--- config.mk ---
export PLATFORM = sky130hd
export DESIGN_NAME = differential_vector_clock_unit
export DESIGN_NICKNAME = d
export VERILOG_FILES = /design/src/design/dvc_pkg.sv /design/src/design/dvc_ctrl.sv /design/src/design/dvc_datapath.sv /design/src/design/differential_vector_clock_unit.sv
export SDC_FILE = /design/constraint.sdc
export NUM_CORES = 2
export LEC_CHECK = 0
export BUFFER_PORTS_ARGS = -buffer_cell sky130_fd_sc_hd__clkbuf_2
export CAP_MARGIN = 10
export CORE_UTILIZATION = 55
export DETAILED_ROUTE_END_ITERATION = 12
export PLACE_DENSITY = 0.74
export SLEW_MARGIN = 20
export SYNTH_ARGS = -nofsm -noshare
export SYNTH_HDL_FRONTEND = slang
export SYNTH_SLANG_ARGS = --single-unit
export TNS_END_PERCENT = 100
--- constraint.sdc ---
create_clock -name clk -period 7.26 [get_ports clk]
set_clock_uncertainty 0.05 [all_clocks]
set_input_delay 0.363 -clock clk [delete_from_list [all_inputs] [get_ports clk]]
set_output_delay 0.363 -clock clk [all_outputs]
set_load 0.01 [all_outputs]
--- src/design/dvc_pkg.sv ---
package dvc_pkg;

  // field widths
  localparam int unsigned IDX_W  = 4;
  localparam int unsigned VAL_W  = 32;
  localparam int unsigned MODE_W = 2;
  localparam int unsigned DATA_W = 40;

  // item modes
  localparam logic [MODE_W-1:0] MODE_RECV = 2'd0;
  localparam logic [MODE_W-1:0] MODE_SEND = 2'd1;
  localparam logic [MODE_W-1:0] MODE_TICK = 2'd2;

  // controller to datapath
  typedef struct packed {
    logic clear;
    logic capture;
    logic rd_item;
    logic rcv_update;
    logic load_own;
    logic load_thr;
    logic rd_scan;
    logic p1_chk;
    logic emit;
    logic p2_adv;
    logic emit_empty;
    logic save_sent;
    logic bump;
  } dvc_cmd_t;

  // datapath to controller
  typedef struct packed {
    logic [MODE_W-1:0] mode;
    logic              last_entry;
    logic              qual;
    logic              found;
    logic              scan_last;
    logic              scan_final;
    logic              out_free;
  } dvc_status_t;

endpackage

--- src/design/dvc_ctrl.sv ---
module dvc_ctrl (
  input  logic                 clk,
  input  logic                 rst,
  input  logic                 in_valid,
  output logic                 in_ready,
  input  dvc_pkg::dvc_status_t status,
  output dvc_pkg::dvc_cmd_t    cmd
);

  typedef enum logic [3:0] {
    CLEAR,
    IDLE,
    FETCH,
    RCV_UPD,
    TICK_LOAD,
    SEND_THR,
    P1_RD,
    P1_CHK,
    P2_RD,
    P2_CHK,
    EMPTY,
    SAVE,
    BUMP
  } state_t;

  state_t state;
  state_t state_next;

  assign in_ready = (state == IDLE);

  // next state and commands
  always_comb begin
    state_next = state;
    cmd        = '0;
    case (state)
      CLEAR: begin
        cmd.clear  = 1'b1;
        state_next = status.scan_last ? IDLE : CLEAR;
      end
      IDLE: begin
        if (in_valid) begin
          cmd.capture = 1'b1;
          state_next  = FETCH;
        end
      end
      FETCH: begin
        cmd.rd_item = 1'b1;
        case (status.mode)
          dvc_pkg::MODE_RECV: state_next = RCV_UPD;
          dvc_pkg::MODE_SEND: state_next = SEND_THR;
          dvc_pkg::MODE_TICK: state_next = TICK_LOAD;
          default:            state_next = IDLE;
        endcase
      end
      RCV_UPD: begin
        cmd.rcv_update = 1'b1;
        state_next     = status.last_entry ? BUMP : IDLE;
      end
      TICK_LOAD: begin
        cmd.load_own = 1'b1;
        state_next   = BUMP;
      end
      SEND_THR: begin
        cmd.load_thr = 1'b1;
        state_next   = P1_RD;
      end
      P1_RD: begin
        cmd.rd_scan = 1'b1;
        state_next  = P1_CHK;
      end
      P1_CHK: begin
        cmd.p1_chk = 1'b1;
        if (status.scan_last) begin
          state_next = (status.found || status.qual) ? P2_RD : EMPTY;
        end else begin
          state_next = P1_RD;
        end
      end
      P2_RD: begin
        cmd.rd_scan = 1'b1;
        state_next  = P2_CHK;
      end
      P2_CHK: begin
        // hold while a qualifying entry waits for the output register
        if (!(status.qual && !status.out_free)) begin
          cmd.emit = status.qual;
          if (status.scan_final) begin
            state_next = SAVE;
          end else begin
            cmd.p2_adv = 1'b1;
            state_next = P2_RD;
          end
        end
      end
      EMPTY: begin
        if (status.out_free) begin
          cmd.emit_empty = 1'b1;
          state_next     = SAVE;
        end
      end
      SAVE: begin
        cmd.save_sent = 1'b1;
        state_next    = BUMP;
      end
      BUMP: begin
        cmd.bump   = 1'b1;
        state_next = IDLE;
      end
      default: begin
        state_next = IDLE;
      end
    endcase
  end

  // state register
  always_ff @(posedge clk) begin
    if (rst) begin
      state <= CLEAR;
    end else begin
      state <= state_next;
    end
  end

endmodule

--- src/design/dvc_datapath.sv ---
module dvc_datapath #(
  parameter int unsigned NODES = 16
) (
  input  logic                                clk,
  input  logic                                rst,
  input  dvc_pkg::dvc_cmd_t                   cmd,
  output dvc_pkg::dvc_status_t                status,
  input  logic [dvc_pkg::IDX_W-1:0]           cfg_data,
  input  logic                                cfg_valid,
  input  logic [dvc_pkg::DATA_W-1:0]          in_data,
  input  logic [dvc_pkg::MODE_W-1:0]          in_user,
  input  logic                                in_last,
  output logic [dvc_pkg::DATA_W-1:0]          out_data,
  output logic                                out_user,
  output logic                                out_last,
  output logic                                out_valid,
  input  logic                                out_ready
);

  localparam int unsigned IW = $clog2(NODES);
  localparam int unsigned VW = dvc_pkg::VAL_W;
  localparam int unsigned XW = 9;
  localparam logic [XW-1:0] NODES_X = XW'(NODES);
  localparam logic [IW-1:0] LAST_IDX = IW'(NODES - 1);

  // captured item and configuration
  logic [dvc_pkg::MODE_W-1:0] item_mode;
  logic [dvc_pkg::IDX_W-1:0]  item_idx;
  logic [VW-1:0]              item_val;
  logic                       item_last;
  logic [dvc_pkg::IDX_W-1:0]  item_dst;
  logic [dvc_pkg::IDX_W-1:0]  own_node;

  // working registers
  logic [VW-1:0] own_clk;
  logic [VW-1:0] thr;
  logic [IW-1:0] scan;
  logic [IW-1:0] final_idx;
  logic          found;

  // memories, zeroed by the clearing pass after reset
  logic [VW-1:0] cv_mem [NODES];
  logic [VW-1:0] lu_mem [NODES];
  logic [VW-1:0] ls_mem [NODES];

  // registered read data
  logic [VW-1:0] cv_a_rd;
  logic [VW-1:0] cv_b_rd;
  logic [VW-1:0] lu_rd;
  logic [VW-1:0] ls_rd;

  // index range checks
  logic [XW-1:0] idx_x;
  logic [XW-1:0] own_x;
  logic [XW-1:0] dst_x;
  logic [XW-1:0] scan_x;
  logic          idx_ok;
  logic          own_ok;
  logic          dst_ok;
  logic [IW-1:0] idx_a;
  logic [IW-1:0] own_a;
  logic [IW-1:0] dst_a;

  assign idx_x  = {5'b0, item_idx};
  assign own_x  = {5'b0, own_node};
  assign dst_x  = {5'b0, item_dst};
  assign scan_x = XW'(scan);
  assign idx_ok = idx_x < NODES_X;
  assign own_ok = own_x < NODES_X;
  assign dst_ok = dst_x < NODES_X;
  assign idx_a  = idx_x[IW-1:0];
  assign own_a  = own_x[IW-1:0];
  assign dst_a  = dst_x[IW-1:0];

  // own clock reads as zero when own_node is out of range
  logic [VW-1:0] own_eff;
  assign own_eff = own_ok ? cv_b_rd : '0;

  // receive update decision and last-update stamp
  logic          upd;
  logic          hit_own;
  logic [VW-1:0] stamp;

  assign upd     = idx_ok && (cv_a_rd < item_val);
  assign hit_own = upd && own_ok && (item_idx == own_node);
  assign stamp   = hit_own ? item_val : own_eff;

  // own clock increment
  logic bump_ok;
  assign bump_ok = own_ok && (own_clk != '1);

  // clock vector ports
  logic          cv_we;
  logic [IW-1:0] cv_wa;
  logic [VW-1:0] cv_wd;
  logic [IW-1:0] cv_ra;
  logic          cv_re;

  assign cv_we = cmd.clear || (cmd.rcv_update && upd) || (cmd.bump && bump_ok);
  assign cv_wa = cmd.clear ? scan : (cmd.rcv_update ? idx_a : own_a);
  assign cv_wd = cmd.clear ? '0 : (cmd.rcv_update ? item_val : (own_clk + VW'(1)));
  assign cv_ra = cmd.rd_item ? idx_a : scan;
  assign cv_re = cmd.rd_item || cmd.rd_scan;

  // last-update and last-sent write ports
  logic          lu_we;
  logic [IW-1:0] lu_wa;
  logic [VW-1:0] lu_wd;
  logic          ls_we;
  logic [IW-1:0] ls_wa;
  logic [VW-1:0] ls_wd;

  assign lu_we = cmd.clear || (cmd.rcv_update && upd);
  assign lu_wa = cmd.clear ? scan : idx_a;
  assign lu_wd = cmd.clear ? '0 : stamp;
  assign ls_we = cmd.clear || (cmd.save_sent && dst_ok);
  assign ls_wa = cmd.clear ? scan : dst_a;
  assign ls_wd = cmd.clear ? '0 : own_clk;

  // scan qualifiers
  logic qual;
  assign qual = lu_rd >= thr;

  // status to controller
  assign status.mode       = item_mode;
  assign status.last_entry = item_last;
  assign status.qual       = qual;
  assign status.found      = found;
  assign status.scan_last  = (scan == LAST_IDX);
  assign status.scan_final = (scan == final_idx);
  assign status.out_free   = !out_valid || out_ready;

  // configuration register
  always_ff @(posedge clk) begin
    if (rst) begin
      own_node <= '0;
    end else if (cfg_valid) begin
      own_node <= cfg_data;
    end
  end

  // item capture
  always_ff @(posedge clk) begin
    if (cmd.capture) begin
      item_mode <= in_user;
      item_idx  <= in_data[3:0];
      item_val  <= in_data[35:4];
      item_dst  <= in_data[39:36];
      item_last <= in_last;
    end
  end

  // clock vector memory
  always_ff @(posedge clk) begin
    if (cv_we) begin
      cv_mem[cv_wa] <= cv_wd;
    end
    if (cv_re) begin
      cv_a_rd <= cv_mem[cv_ra];
    end
    if (cmd.rd_item) begin
      cv_b_rd <= cv_mem[own_a];
    end
  end

  // last-update memory
  always_ff @(posedge clk) begin
    if (lu_we) begin
      lu_mem[lu_wa] <= lu_wd;
    end
    if (cmd.rd_scan) begin
      lu_rd <= lu_mem[scan];
    end
  end

  // last-sent memory
  always_ff @(posedge clk) begin
    if (ls_we) begin
      ls_mem[ls_wa] <= ls_wd;
    end
    if (cmd.rd_item) begin
      ls_rd <= ls_mem[dst_a];
    end
  end

  // own clock copy and send threshold
  always_ff @(posedge clk) begin
    if (cmd.rcv_update) begin
      own_clk <= stamp;
    end else if (cmd.load_own || cmd.load_thr) begin
      own_clk <= own_eff;
    end
    if (cmd.load_thr) begin
      thr <= dst_ok ? ls_rd : '0;
    end
  end

  // scan counter, clearing address and last qualifying entry
  always_ff @(posedge clk) begin
    if (rst) begin
      scan      <= '0;
      found     <= 1'b0;
      final_idx <= '0;
    end else if (cmd.clear) begin
      scan <= (scan == LAST_IDX) ? '0 : (scan + IW'(1));
    end else if (cmd.load_thr) begin
      scan  <= '0;
      found <= 1'b0;
    end else if (cmd.p1_chk) begin
      if (qual) begin
        final_idx <= scan;
        found     <= 1'b1;
      end
      scan <= (scan == LAST_IDX) ? '0 : (scan + IW'(1));
    end else if (cmd.p2_adv) begin
      scan <= scan + IW'(1);
    end
  end

  // output register
  logic [dvc_pkg::IDX_W-1:0] out_index;
  logic [VW-1:0]             out_value;

  always_ff @(posedge clk) begin
    if (rst) begin
      out_valid <= 1'b0;
    end else if (cmd.emit || cmd.emit_empty) begin
      out_valid <= 1'b1;
    end else if (out_ready) begin
      out_valid <= 1'b0;
    end
  end

  always_ff @(posedge clk) begin
    if (cmd.emit) begin
      out_index <= scan_x[3:0];
      out_value <= cv_a_rd;
      out_user  <= 1'b1;
      out_last  <= (scan == final_idx);
    end else if (cmd.emit_empty) begin
      out_index <= '0;
      out_value <= '0;
      out_user  <= 1'b0;
      out_last  <= 1'b1;
    end
  end

  assign out_data = {4'b0, out_value, out_index};

endmodule

--- src/design/differential_vector_clock_unit.sv ---
// Differential vector clock for one node: keeps the vector clock, the
// last-update vector and the last-sent-per-neighbour vector, each NODES
// entries of 32 bits held in memories that a clearing pass fills with
// zeros after reset; the input is held off during that pass.
// Input tuser selects the mode: receive a (index, value) pair, send to a
// neighbour, or local tick. A received pair updates its entry if the value
// is larger, and when tlast ends the message it also bumps the own clock;
// a tick loads and bumps the own clock. A send scans the memories twice,
// once over all entries to find the final qualifying entry k and once up
// to k to emit, reading and then checking each entry in each pass, and it
// waits while the output is stalled. Results leave through a registered
// output stage; tlast marks the final result of a send and tuser is 0 on
// the empty message marker. The own clock saturates at all ones. The user
// must write own_node through the cfg port only while idle; the block
// does not enforce this.
module differential_vector_clock_unit #(
  parameter int unsigned NODES = 16
) (
  input  logic                          clk,
  input  logic                          rst,
  // configuration: own_node
  input  logic                          cfg_valid,
  output logic                          cfg_ready,
  input  logic [dvc_pkg::IDX_W-1:0]     cfg_data,
  // input beat
  input  logic                          s_axis_tvalid,
  output logic                          s_axis_tready,
  // entry_index [3:0], entry_value [35:4], destination [39:36]
  input  logic [dvc_pkg::DATA_W-1:0]    s_axis_tdata,
  // mode [1:0]
  input  logic [dvc_pkg::MODE_W-1:0]    s_axis_tuser,
  input  logic                          s_axis_tlast,
  // result beat
  output logic                          m_axis_tvalid,
  input  logic                          m_axis_tready,
  // out_index [3:0], out_value [35:4], zero [39:36]
  output logic [dvc_pkg::DATA_W-1:0]    m_axis_tdata,
  // has_entry [0]
  output logic                          m_axis_tuser,
  output logic                          m_axis_tlast
);

  dvc_pkg::dvc_cmd_t    cmd;
  dvc_pkg::dvc_status_t status;

  assign cfg_ready = 1'b1;

  // sequencer
  dvc_ctrl u_ctrl (
    .clk      (clk),
    .rst      (rst),
    .in_valid (s_axis_tvalid),
    .in_ready (s_axis_tready),
    .status   (status),
    .cmd      (cmd)
  );

  // storage, compare and output stage
  dvc_datapath #(
    .NODES (NODES)
  ) u_datapath (
    .clk       (clk),
    .rst       (rst),
    .cmd       (cmd),
    .status    (status),
    .cfg_data  (cfg_data),
    .cfg_valid (cfg_valid),
    .in_data   (s_axis_tdata),
    .in_user   (s_axis_tuser),
    .in_last   (s_axis_tlast),
    .out_data  (m_axis_tdata),
    .out_user  (m_axis_tuser),
    .out_last  (m_axis_tlast),
    .out_valid (m_axis_tvalid),
    .out_ready (m_axis_tready)
  );

endmodule
### Word-level counts from Yosys, hierarchy flattened

Memory sizes are Yosys's and may differ from the RTL's. A register that Yosys moved wholly into a read port is not among the register bits.
Index checks and enable logic that the tools add are counted.

* $add $sub $neg: 2
* $mul: 0
* divide/modulo/power cells: 0
* order comparisons: 5
* equal/unequal tests: 21
* shifts and indexed selects: 0
* mux-type cells: 61
* bitwise gates (word level): 2
* reduce and logical (&&, ||, !) cells: 31

Operators by type and width (number)
* 32-bit two-way mux: 10
* 4-bit two-way mux: 17
* 4-bit case mux with 11 select lines: 1
* 32-bit by 1-bit adder with 32-bit output, second input constant: 1
* 32-bit >= comparator: 1
* 32-bit less-than comparator: 1
* 32-bit != test, second input constant: 1
* 1-bit two-way mux: 28
* 4-bit equality test, second input constant: 6
* 4-bit by 3-bit equality test with 1-bit output, second input constant: 4
* 4-bit by 5-bit less-than comparator with 1-bit output, second input constant: 3
* 2-bit nonzero test: 5
* 3-bit case mux with 3 select lines: 1
* 4-bit by 2-bit equality test with 1-bit output, second input constant: 2
* 4-bit equality test: 2
* 1-bit logical AND: 8
* 1-bit logical OR: 8
* 2-bit two-way mux: 4
* 3-bit AND reduction: 2
* 4-bit by 1-bit adder with 4-bit output, second input constant: 1
* 4-bit by 1-bit equality test with 1-bit output, second input constant: 1
* 4-bit zero test: 1
* 2-bit != test, second input constant: 2
* 4-bit AND reduction: 1
* other kinds (8): 11

* register bits after elaboration: 163
* latch bits: 0
* bits in writable memories: 1536
* memory bits (read-only): 0
* input port bits: 52
* output and inout port bits: 45
* word-level logic and storage cells: 142
* memories: 3

Memory list
* u_datapath.cv_mem: depth 16, width 32, rd ports 2, clocked after Yosys merged registers in 2, wr ports 1, RTL line dvc_datapath.sv:42 `logic [VW-1:0] cv_mem [NODES];`
* u_datapath.ls_mem: depth 16, width 32, rd ports 1, clocked after Yosys merged registers in 1, wr ports 1, RTL line dvc_datapath.sv:44 `logic [VW-1:0] ls_mem [NODES];`
* u_datapath.lu_mem: depth 16, width 32, rd ports 1, clocked after Yosys merged registers in 1, wr ports 1, RTL line dvc_datapath.sv:43 `logic [VW-1:0] lu_mem [NODES];`

### Longest topological paths before layout

* depth in word-level cells: 10
* mapped depth: 11
* depth with buffers taken out: 10

### Modules after synthesis

From an unflattened synthesis, not the netlist that was laid out.

* cells, all modules: 3667
* area, all modules: 75892.8 µm²

By module, submodules not included
* dvc_datapath: times used 1, cells each 3583, area each 75333.5 µm², sequential area each 54592.4 µm²
* dvc_ctrl: times used 1, cells each 82, area each 548.0 µm², sequential area each 80.1 µm²
* differential_vector_clock_unit: times used 1, cells each 2, area each 11.3 µm², sequential area each 0.0 µm²

### Worst setup path after synthesis

OpenSTA, ideal clock, no wires.

* path kind: register to register
* start: register u_datapath.item_val[31]
* end: memory u_datapath.cv_mem[9][0] (netlist name), enable pin
* library setup time: 501 ps
* arrival: 5107 ps
* data required time: 6709 ps
* slack: 1601 ps
* cell stages (with the launch flop): 11
* buffers on the path: 0
* period minus slack after synthesis: 5659 ps
* cell sequence: edfxtp_1 > inv_1 > ha_1 > and4_1 > and3_1 > a221oi_1 > o211a_1 > and3_1 > o31a_1 > nor2_1 > nor4_1

* longest elaborated chain between the ends: 7

Ends and longest elaborated chain
* start, declared: RTL line dvc_datapath.sv:29 `logic [VW-1:0] item_val;`
* start signal, assigned: RTL line dvc_datapath.sv:147 `item_val <= in_data[35:4];`
* 32-bit less-than comparator: RTL line dvc_datapath.sv:84 `assign upd = idx_ok && (cv_a_rd < item_val);`
* 1-bit logical AND: RTL line dvc_datapath.sv:84
* 1-bit logical AND: RTL line dvc_datapath.sv:99 `assign cv_we = cmd.clear || (cmd.rcv_update && upd) || (cmd.bump && bump_ok);`
* 1-bit logical OR (2 in a row): RTL line dvc_datapath.sv:99
* 1-bit two-way mux: RTL line dvc_datapath.sv:155 `if (cv_we) begin`
* 1-bit two-way mux (implied by the code): RTL line dvc_datapath.sv:156 `cv_mem[cv_wa] <= cv_wd;`
* end, declared: RTL line dvc_datapath.sv:42

No other way between the ends.

### Worst setup path after layout

* start: register u_ctrl.state[1]
* end: register u_datapath.cv_a_rd[5], read port of u_datapath.cv_mem (data pin)

* longest elaborated chain between the ends: 4
* elaborated cells on any way between the ends: 8
* those cells by class: eq/ne: 3; mux: 3; reduce/logical: 2

Ends and longest elaborated chain
* start, declared: RTL line dvc_ctrl.sv:26 `state_t state;`
* start signal, assigned: RTL line dvc_ctrl.sv:120 `state <= state_next;`
* 4-bit by 3-bit equality test with 1-bit output or 4-bit equality test (tied branches): RTL line dvc_ctrl.sv:35 `case (state)`
* 2-bit OR reduction (no line)
* 1-bit two-way mux: RTL line dvc_ctrl.sv:35
* 1-bit logical OR: RTL line dvc_datapath.sv:103 `assign cv_re = cmd.rd_item || cmd.rd_scan;`
* end, declared: RTL line dvc_datapath.sv:47 `logic [VW-1:0] cv_a_rd;`

Several ways; a longest one is shown, not always the timed one.
A chain may end at the register's enable or synchronous reset.

==> results_dict.tcl <==
set metrics [dict create \
    crit_required_ps 7760 \
    r2r_setup_slack_ps 2570 \
    utilization_pct 63.04 \
    avgSynthCellArea_um2 18.46 \
    synthArstFlopShare_pct 0 \
    start_util_pct 55.78 \
    r2r-start "u_ctrl.state[1]" \
    drive_above_1_share_pct 25.28 \
    finalCriticalPeriod_ps 4688 \
    worst_pin_slew_ps 1128 \
    p_leak_nw 27.71 \
    reg2reg_depth 11 \
    crit_chain "nand2b_1 > nor3_4 > buf_4 > buf_4 > nor2_1 > a21oi_4 > buf_4 > a211oi_1 > a311oi_1 > a21oi_1 > a21oi_1" \
    avgRoutedWirePerCell_um 30.70 \
    min_to "u_datapath.dst_a[3]" \
    crit_arrival_ps 5190 \
    ys_seq_area_share_pct 72.00 \
    rsz0062_at_grt "false" \
    clock_power_share_pct 41.4 \
    synth.top_cell.area_share_pct 71.50 \
    root_buffer "clkbuf_16" \
    synth_edf_count 1808 \
    relSlewSlack_pct 24.46 \
    power.internal_w 0.01765 \
    cts_htree_levels 4 \
    tns_ps 0 \
    fillers 9116 \
    grt_pass1_vias 40950 \
    power_density_nw_per_um2 262.4 \
    via_count 41620 \
    hold_viol 0 \
    via_per_inst 6.676 \
    cts.sinks 1827 \
    overflow 0 \
    cp_slowest_cell "buf_4" \
    timing.fmax_ghz 0.2133 \
    drt_pass1_iterations 5 \
    grt_max_degree 157 \
    r2r_end "u_datapath.cv_a_rd[5]" \
    cp-start-kind "flop" \
    fin_area_um2 85830 \
    path_common_cell "buf_4" \
    cts_tree "built" \
    crit_buf_inv 3 \
    ys_ff_latch 1827 \
    cts_buffers 178 \
    drt_iter0_drc 5608 \
    clk_pin_slew_worst_paths_ps 70 \
    grt_pass1_wl_mm 278.8 \
    clk_path_buf_depth 3 \
    ys_warn_count 0 \
    wl_mm 191.4 \
    critical_path_depth 11 \
    hp-start "s_axis_tdata[39]" \
    place.gp.congestion 0.9016 \
    hold_class "in2reg" \
    slew_violations 0 \
    vdd_drop_max_v 0.0002468 \
    yosysTopAreaCell "edfxtp_1" \
    io_buffer_count 91 \
    power.switching_w 0.004873 \
    path_delay_family "buffers and inverters" \
    hold-path-cell-count 2 \
    track_usage_pct 27.61 \
    hold_ws_ps 224.5 \
    synth_area_leaders "edfxtp_1 71%, mux4_2 14%, a211oi_1 1.9%" \
    status "finished, final reports clean" \
    syn2layout_area_growth_pct 13.03 \
    antenna_found_initial 10 \
    die_width_um 373.6 \
    cp-end-kind "flop" \
    cp_slowest_stage_delay_ps 790 \
    finalSetupViolations 0 \
    swShare_pct 21.63 \
    synth.distinct_cells 63 \
    clock_latency_ps 820 \
    dieHeight_um 373.6 \
    crit_fanout 88 \
    cap_violations 0 \
    worstSetupPathType "reg2reg" \
    coreArea_um2 136100 \
    seqPwrFrac_pct 52.4 \
    synth_area_um2 75940 \
    ys.flop_type "edfxtp_1" \
    drcViolationCount 0 \
    rows 135 \
    synthCells 4113 \
    fin_nets 4425 \
    combPwrFrac_pct 6.2 \
    ioPinCount 97 \
    hpwl_mm 111.7 \
    place_area_um2 79310 \
    dieArea_um2 139600 \
    ant_nets 0 \
    fin_crit_sh_pct 64.58 \
]
-- cell families after synthesis --
logic type | after synthesis | share of synthesized area [%]
compound gates | 522 | 4.818
xor+xnor | 39 | 0.4498
fa+ha+maj | 67 | 1.104
buf+inv | 345 | 1.808
flops | 1827 | 72.00
mux | 523 | 14.86
other cells | 2 | 0.009890
simple gates | 788 | 4.956
-- through the flow --
step	std cells	worst slack (ps)	power, W
2_1_floorplan	4116	1601	0.01287
3_3_place_gp	5854	2743	0.01335
3_5_place_dp	5854	2613	0.01338
4_1_cts	6232	2595	0.02261
5_1_grt	6232	2237	0.02308
6_report	6235	2572	0.02253
-- placed cells by master, fill, tap and decap left out, types with 22 or more instances in the layout --
master	Yosys	final
edfxtp_1	1808	1808
mux4_2	480	480
nand2_1	321	319
a211oi_1	194	192
clkbuf_16	0	183
and2_1	167	167
buf_4	7	135
a21oi_1	97	93
clkbuf_2	0	91
nor2_1	132	87
inv_1	72	72
a31oi_1	76	72
ha_1	67	67
a311oi_1	64	64
dlygate4sd3_1	0	53
nand3_1	49	49
nor2_4	0	44
clkinv_2	0	38
clkinv_1	0	33
mux2_2	31	31
clkbuf_1	164	29
nor2b_1	38	24
bufinv_16	0	22
-- per-layer routing --
metal  GRT usage [%]  wire length (um)  up-vias
met5               0                27        -
met3           6.205             21300      396
met4           10.45              7649        4
met2           42.23             89480     2576
li1                -                 -    17160
met1           39.18             72970    21490
-- worst reg2reg max path: cells and delay by family, from the launching register on --
kind / cells / cell delay, ps
simple gates: 3 / 640
compound gates: 5 / 1180
flops: 1 / 610
buf+inv: 3 / 1950
-- synth_stat cells (all sizes together) (2+ instances only) --
cell type	n
mux2i	11
o2111ai	2
and2	168
dfxtp	19
a21oi	100
xnor2	21
nor3b	6
mux2	32
or3	3
a21o	15
nor2	132
ha	67
a31oi	76
nor2b	38
a221oi	3
buf	109
nand2b	9
conb	2
and3	10
nor4	10
a311oi	64
o21ai	18
nand2	321
o21a	5
nand4	16
edfxtp	1808
xor2	18
o31ai	33
and4	4
nand3	49
mux4	480
clkbuf	164
a211oi	194
nor3	15
inv	72
a221o	2
-- timing repair --
item,in CTS,in global routing
hold buffers,53,0
gates resized for setup,0,0
setup buffers,0,0
hold endpoints to repair,55,0
-- power groups by stage --
stage / Sequential, W / Clock, W / Combinational, W
after floorplan: 0.0120 / 0 / 0.000894
after global placement: 0.0120 / 0 / 0.00134
after detailed placement: 0.0120 / 0 / 0.00136
after CTS: 0.0118 / 0.00941 / 0.00139
after global routing: 0.0118 / 0.00980 / 0.00147
final: 0.0118 / 0.00933 / 0.00140
-- area by class of cell --
| class | count | area (um2) | area share [%] |
|---|---|---|---|
| well taps | 1781 | 2228 | 2.596 |
| clock inverters | 113 | 1195 | 1.392 |
| repair buffers | 283 | 2079 | 2.423 |
| inverters | 72 | 270.3 | 0.3149 |
| clock buffers | 212 | 4688 | 5.462 |
| multi-input cells | 1944 | 20670 | 24.08 |
| flip-flops and latches | 1827 | 54700 | 63.72 |
| diodes | 3 | 7.507 | 0.008746 |
-- flip-flops by register name, indices dropped and copies added (netlist names), 2 cells and up --
| register | count |
|---|---|
| u_datapath.ls_rd | 32 |
| u_datapath.item_val | 32 |
| u_datapath.out_index | 4 |
| u_datapath.cv_a_rd | 32 |
| u_datapath.own_clk | 32 |
| u_datapath.lu_mem | 512 |
| u_datapath.scan | 4 |
| u_datapath.own_a | 4 |
| u_ctrl.state | 4 |
| u_datapath.cv_b_rd | 32 |
| u_datapath.idx_a | 4 |
| u_datapath.lu_rd | 32 |
| u_datapath.final_idx | 4 |
| u_datapath.out_value | 32 |
| u_datapath.ls_mem | 512 |
| u_datapath.cv_mem | 512 |
| u_datapath.item_mode | 2 |
| u_datapath.dst_a | 4 |
| u_datapath.thr | 32 |
-- worst max-delay path by stage --
stage                                       start                 endpoint  slack, ps
after floorplan           u_datapath.item_val[31]  u_datapath.cv_mem[9][0]       1600
after global placement            u_ctrl.state[1]    u_datapath.cv_a_rd[5]       2740
after detailed placement          u_ctrl.state[1]    u_datapath.cv_a_rd[5]       2610
after CTS                         u_ctrl.state[1]    u_datapath.cv_a_rd[5]       2600
after global routing              u_ctrl.state[1]    u_datapath.cv_a_rd[5]       2240
final                             u_ctrl.state[1]    u_datapath.cv_a_rd[5]       2570
Power figures use the tool's default switching activity.
